<file path="config.mk">
export PLATFORM = sky130hd
export DESIGN_NAME = stable_sorted_priority_queue
export DESIGN_NICKNAME = d
export VERILOG_FILES = /design/src/spq_pkg.sv /design/src/spq_cell.sv /design/src/stable_sorted_priority_queue.sv
export SDC_FILE = /design/constraint.sdc
export NUM_CORES = 2
export LEC_CHECK = 0
export BUFFER_PORTS_ARGS = -buffer_cell sky130_fd_sc_hd__buf_2
export CORE_MARGIN = 1
export CORE_UTILIZATION = 55
export CTS_BUF_LIST = sky130_fd_sc_hd__clkbuf_8
export DETAILED_ROUTE_END_ITERATION = 12
export PLACE_DENSITY = 0.71
export SYNTH_ARGS = -nofsm -noshare
export SYNTH_HDL_FRONTEND = slang
export SYNTH_SLANG_ARGS = --single-unit
</file>
<file path="constraint.sdc">
create_clock -name clk_i -period 18.92 [get_ports clk_i]
set_clock_uncertainty 0.1 [all_clocks]
set_input_delay 0.946 -clock clk_i [delete_from_list [all_inputs] [get_ports clk_i]]
set_output_delay 0.946 -clock clk_i [all_outputs]
set_load 0.005 [all_outputs]
</file>
<file path="src/spq_pkg.sv">
package spq_pkg;

  localparam int unsigned DataW       = 32;
  localparam int unsigned OccW        = 5;
  localparam int unsigned CapacityDef = 16;

  typedef enum logic {
    OP_ENQ = 1'b0,
    OP_DEQ = 1'b1
  } op_e;

  typedef enum logic [1:0] {
    ST_ENQUEUED = 2'd0,
    ST_DEQUEUED = 2'd1,
    ST_EMPTY    = 2'd2,
    ST_FULL     = 2'd3
  } status_e;

  typedef struct packed {
    logic ins;
    logic rem;
  } cell_cmd_t;

endpackage

</file>
<file path="src/spq_cell.sv">
module spq_cell (
  input  logic                           clk_i,
  input  spq_pkg::cell_cmd_t             cmd_i,
  input  logic                           valid_i,
  input  logic signed [spq_pkg::DataW-1:0] new_data_i,
  input  logic signed [spq_pkg::DataW-1:0] new_prio_i,
  input  logic                           left_keep_i,
  input  logic signed [spq_pkg::DataW-1:0] left_data_i,
  input  logic signed [spq_pkg::DataW-1:0] left_prio_i,
  input  logic signed [spq_pkg::DataW-1:0] right_data_i,
  input  logic signed [spq_pkg::DataW-1:0] right_prio_i,
  output logic                           keep_o,
  output logic signed [spq_pkg::DataW-1:0] data_o,
  output logic signed [spq_pkg::DataW-1:0] prio_o
);

  logic signed [spq_pkg::DataW-1:0] data_q, data_d;
  logic signed [spq_pkg::DataW-1:0] prio_q, prio_d;

  assign keep_o = valid_i && (prio_q <= new_prio_i);
  assign data_o = data_q;
  assign prio_o = prio_q;

  always_comb begin
    data_d = data_q;
    prio_d = prio_q;
    if (cmd_i.ins && !keep_o) begin
      if (left_keep_i) begin
        data_d = new_data_i;
        prio_d = new_prio_i;
      end else begin
        data_d = left_data_i;
        prio_d = left_prio_i;
      end
    end else if (cmd_i.rem) begin
      data_d = right_data_i;
      prio_d = right_prio_i;
    end
  end

  always_ff @(posedge clk_i) begin
    data_q <= data_d;
    prio_q <= prio_d;
  end

endmodule

</file>
<file path="src/stable_sorted_priority_queue.sv">
// Channel   Direction  Handshake                Payload
// command   in         start_i high, busy_o low opcode_i, in_data_i, in_priority_i
// result    out        done_o strobe, 1 cycle   out_data_o, status_o, occupancy_o
//
// Every transaction's result strobes on done_o in the next cycle.
// busy_o stays low, so a new transaction may start in every cycle.
// Insert and remove are done in one step by the row of CAPACITY cells, each
// comparing its priority with the incoming one and shifting toward its neighbor.
// Reset clears the entry count; the cells hold no reset value.
// The receiver cannot stall; each result is presented for exactly one cycle.
module stable_sorted_priority_queue #(
  parameter int unsigned CAPACITY = spq_pkg::CapacityDef
) (
  input  logic                              clk_i,
  input  logic                              rst_ni,
  input  logic                              start_i,
  output logic                              busy_o,
  input  logic                              opcode_i,
  input  logic signed [spq_pkg::DataW-1:0]  in_data_i,
  input  logic signed [spq_pkg::DataW-1:0]  in_priority_i,
  output logic                              done_o,
  output logic signed [spq_pkg::DataW-1:0]  out_data_o,
  output logic        [1:0]                 status_o,
  output logic        [spq_pkg::OccW-1:0]   occupancy_o
);

  localparam int unsigned CntW = $clog2(CAPACITY + 1);

  logic [CntW-1:0] count_q, count_d;
  logic            done_q, done_d;
  logic signed [spq_pkg::DataW-1:0] out_data_q, out_data_d;
  spq_pkg::status_e status_q, status_d;
  logic [spq_pkg::OccW-1:0] occ_q, occ_d;

  spq_pkg::cell_cmd_t cmd;
  logic is_full, is_empty;

  logic [CAPACITY-1:0] keep;
  logic signed [spq_pkg::DataW-1:0] cell_data [CAPACITY];
  logic signed [spq_pkg::DataW-1:0] cell_prio [CAPACITY];

  assign busy_o   = 1'b0;
  assign is_full  = (count_q == CntW'(CAPACITY));
  assign is_empty = (count_q == '0);

  always_comb begin
    cmd.ins = start_i && (spq_pkg::op_e'(opcode_i) == spq_pkg::OP_ENQ) && !is_full;
    cmd.rem = start_i && (spq_pkg::op_e'(opcode_i) == spq_pkg::OP_DEQ) && !is_empty;
  end

  for (genvar i = 0; i < CAPACITY; i++) begin : g_cell
    logic                             left_keep;
    logic signed [spq_pkg::DataW-1:0] left_data, left_prio, right_data, right_prio;

    if (i == 0) begin : g_first
      assign left_keep = 1'b1;
      assign left_data = cell_data[0];
      assign left_prio = cell_prio[0];
    end else begin : g_inner
      assign left_keep = keep[i-1];
      assign left_data = cell_data[i-1];
      assign left_prio = cell_prio[i-1];
    end

    if (i == CAPACITY - 1) begin : g_last
      assign right_data = cell_data[i];
      assign right_prio = cell_prio[i];
    end else begin : g_mid
      assign right_data = cell_data[i+1];
      assign right_prio = cell_prio[i+1];
    end

    spq_cell u_cell (
      .clk_i        (clk_i),
      .cmd_i        (cmd),
      .valid_i      (CntW'(i) < count_q),
      .new_data_i   (in_data_i),
      .new_prio_i   (in_priority_i),
      .left_keep_i  (left_keep),
      .left_data_i  (left_data),
      .left_prio_i  (left_prio),
      .right_data_i (right_data),
      .right_prio_i (right_prio),
      .keep_o       (keep[i]),
      .data_o       (cell_data[i]),
      .prio_o       (cell_prio[i])
    );
  end

  always_comb begin
    count_d    = count_q;
    done_d     = start_i;
    out_data_d = out_data_q;
    status_d   = status_q;
    if (start_i) begin
      out_data_d = '0;
      if (spq_pkg::op_e'(opcode_i) == spq_pkg::OP_ENQ) begin
        if (is_full) begin
          status_d = spq_pkg::ST_FULL;
        end else begin
          status_d = spq_pkg::ST_ENQUEUED;
          count_d  = count_q + CntW'(1);
        end
      end else begin
        if (is_empty) begin
          status_d   = spq_pkg::ST_EMPTY;
          out_data_d = '1;
        end else begin
          status_d   = spq_pkg::ST_DEQUEUED;
          out_data_d = cell_data[0];
          count_d    = count_q - CntW'(1);
        end
      end
    end
    occ_d = spq_pkg::OccW'(count_d);
  end

  always_ff @(posedge clk_i or negedge rst_ni) begin
    if (!rst_ni) begin
      count_q <= '0;
      done_q  <= 1'b0;
    end else begin
      count_q <= count_d;
      done_q  <= done_d;
    end
  end

  always_ff @(posedge clk_i) begin
    out_data_q <= out_data_d;
    status_q   <= status_d;
    occ_q      <= occ_d;
  end

  assign done_o      = done_q;
  assign out_data_o  = out_data_q;
  assign status_o    = status_q;
  assign occupancy_o = occ_q;

endmodule

</file>
==> out/results.ini <==
[logic_synthesis]
ys_ff_latch=1069
async_flop_share=0.00561
synth_area_per_cell_um2=10.8
synth_ff_type=edfxtp_1
syn_nets=6595
synth_edf_count=1058
synth.distinct_cells=86
synthCells=6012
yosys_warnings=0
ys_seq_area_frac=0.495
netlist_area_mm2=0.0647

[timing]
rsz0062_at_grt=no
slew_violations=0
period_share=0.342
worst_pin_slew_ns=1.35
slew_headroom=0.0947
fin_setup_tns_ns=0
worst_slack_ns=12.45
fin_crit_ns=6.47
clock.fmax_ghz=0.155
setup_viol=0
finalHoldViolations=0

[routing]
met2_length_um=96200
vias_per_cell=6.68
num_vias=51200
top_layer_used=met5
ant_nets=0
wire_per_inst_um=29.0
wl_met3_um=25400
wl_met1_um=88800
drtIter0Drc=6264
drt_wl_total_um=222000
dr.pass1.iters=8
drc_errors=0

[clock_tree]
clk_latency_ns=0.97
cts_sinks=1069
post-cts-setup-buffer-count=0
clk_pin_slew_ns=0.07
cts_tree=built
cts_buffers=185
clockRootBuffer=clkbuf_8
ctsLongestPathBuffers=3
cts_max_level=4

[min_path]
hold_path_class=input port to asynchronous set/reset pin

[job]
maxCapViolCount=0

[finish]
fill_cells=9813
regArea_mm2=0.0320
area_delta_synth_final_pct=7.56
drive_gt1_frac=0.108
multi_input_area_mm2=0.0307
final_net_count=6566

[grt]
grt_max_degree=81
antenna_found_initial=12
overflow=0
track_usage=0.370
grt_pass1_wl_um=323000
grt_pass1_vias=48600

[setup_path]
endpoint_kind=register
worstPathArrival_ns=6.91
required_ns=19.36
start_kind=register
critPathKind=register to register
crit_start=count_q[1]
r2r-start=count_q[1]
critPathMaxFanout=54
reg2reg_slack_ns=12.45

[power_and_ir_drop]
pwr_density_cell_mw_per_mm2=158
ir_drop_v=0.000139
leakage_nw=28.5

[floorplanning]
boundaryPins=109
dieArea_mm2=0.119
coreArea_mm2=0.116
start_util=0.556
rows=125
die_x_um=345
dieHeight_um=345

[run_status]
status=completed

[placement]
gp_congestion=1.03
dpl_worst_slack_ns=12.07
port_buffers=107
dp_hpwl_um=142000

routing by layer:
metal  vias up  track usage
li1      22400            -
met1     24900        0.514
met2      3229        0.552
met3       645       0.0782
met4         8        0.181
met5         -            0
final cells by class:
type,instances,area share
clock buffers,194,0.0384
multi-input cells,4457,0.441
flip-flops and latches,1069,0.460
clock inverters,142,0.0117
well taps,1524,0.0274
repair buffers,196,0.0173
diodes,6,0.000216
inverters,74,0.00399
through the flow:
stage	hold slack (ns)	instances	utilization	instance area, um2	power, mW
floorplan	0.401	6012	-	64700	7.26
global route	0.259	7661	0.598	69600	11.5
finish	0.275	7662	0.598	69600	11.0
detailed placement	0.414	7319	0.568	66100	8.79
CTS	0.213	7656	0.598	69600	10.9
global placement	0.405	7319	0.568	66100	8.67
logic make-up (layout without fill, tap and decap cells):
logic type                 Yosys count  count (layout)  share of synthesized area
DFF                               1069            1069                      0.495
other                                1               7                  0.0000580
and+or+nand+nor                   1540            1540                      0.101
muxes                              867             867                      0.139
buffers and inverters              486             606                     0.0361
AOI/OAI and AO/OA                 1533            1533                      0.129
xor gates and xnor gates             1               1                   0.000135
adders and majority gates          515             515                     0.0996
what timing repair did:
action / in CTS / in global routing
endpoints found under the hold margin: 6 / 0
hold buffers: 1 / 0
resized for setup: 0 / 0
critical path, stage by stage, from the launching register on:
cell      delay, ns
dfrtp_1        0.60
inv_1          0.26
ha_1           0.31
nand3_1        0.29
nand2_1        0.18
nor2_4         0.81
buf_4          0.99
o221a_4        0.90
nand2b_4       0.65
buf_4          0.79
synthesized netlist by cell type (all sizes together) (5+ instances only):
master  number  area, um2
and2         8       50.1
o31ai        6       50.1
dfrtp        6        150
a211oi      22        175
inv         73        274
edfxtp    1058      31800
nor2       529       2000
nand2      722       2710
nor3        20        105
a221o        9       90.1
ha         515       6440
o311ai       5       43.8
o21ai      541       2710
a21o        53        398
nand4       98        613
o211ai      22        165
buf        198       1250
a21oi      740       3710
o21a        10       75.1
nand3       58        290
clkbuf     214        807
a221oi      10       93.8
and3         5       31.3
dfxtp        5        100
nor2b       22        138
nor4        20        144
nand2b      18        113
and4        18        158
a21boi      10       75.1
mux2       224       2550
a31oi       70        450
mux2i      643       6440
where the power goes:
group / switching (mW) / total [mW] / leakage, nW / internal (mW)
registers: 0.563 / 4.25 / 10.3 / 3.69
clock network: 1.06 / 2.08 / 1.98 / 1.02
logic: 3.04 / 4.68 / 16.2 / 1.64
state kept, by name (all words and copies together) (netlist names):
signal and cells:
g_cell.u_cell.data_o 512, count_q 5, g_cell.u_cell.prio_o 512, out_data_o 32, status_o 2, occupancy_o 5
done_o 1
path summary, 6_finish.rpt:
| path | end | depth (start not counted) |
|---|---|---|
| min in group clk_i | g_cell[1].u_cell.prio_o[30] | 3 |
| hold / removal | count_q[2] | 2 |
| setup reg to reg | g_cell[11].u_cell.prio_o[27] | 9 |
| setup / recovery | g_cell[11].u_cell.prio_o[27] | 9 |
| max in group asynchronous | count_q[0] | 2 |
| hold reg to reg | g_cell[14].u_cell.data_o[19] | 1 |
cells in the final DEF (no fill, tap or decap), types with 6 or more instances in the layout:
| cell | n |
|---|---|
| a211oi_1 | 20 |
| a21boi_0 | 8 |
| a21o_1 | 53 |
| a21oi_1 | 739 |
| a221o_1 | 9 |
| a221oi_1 | 9 |
| a31oi_1 | 68 |
| and4_1 | 17 |
| buf_2 | 107 |
| buf_4 | 88 |
| clkbuf_8 | 194 |
| clkinv_1 | 51 |
| clkinv_2 | 24 |
| dfrtp_1 | 6 |
| diode_2 | 6 |
| edfxtp_1 | 1058 |
| ha_1 | 515 |
| inv_1 | 124 |
| mux2_1 | 55 |
| mux2_2 | 160 |
| mux2_4 | 9 |
| mux2i_1 | 643 |
| nand2_1 | 713 |
| nand2_4 | 9 |
| nand2b_1 | 11 |
| nand2b_4 | 7 |
| nand3_1 | 56 |
| nand4_1 | 98 |
| nor2_1 | 524 |
| nor2b_1 | 22 |
| nor3_1 | 17 |
| nor4_1 | 15 |
| o211ai_1 | 22 |
| o21a_1 | 10 |
| o21ai_0 | 453 |
| o21ai_1 | 84 |
Power figures use the tool's default switching activity.
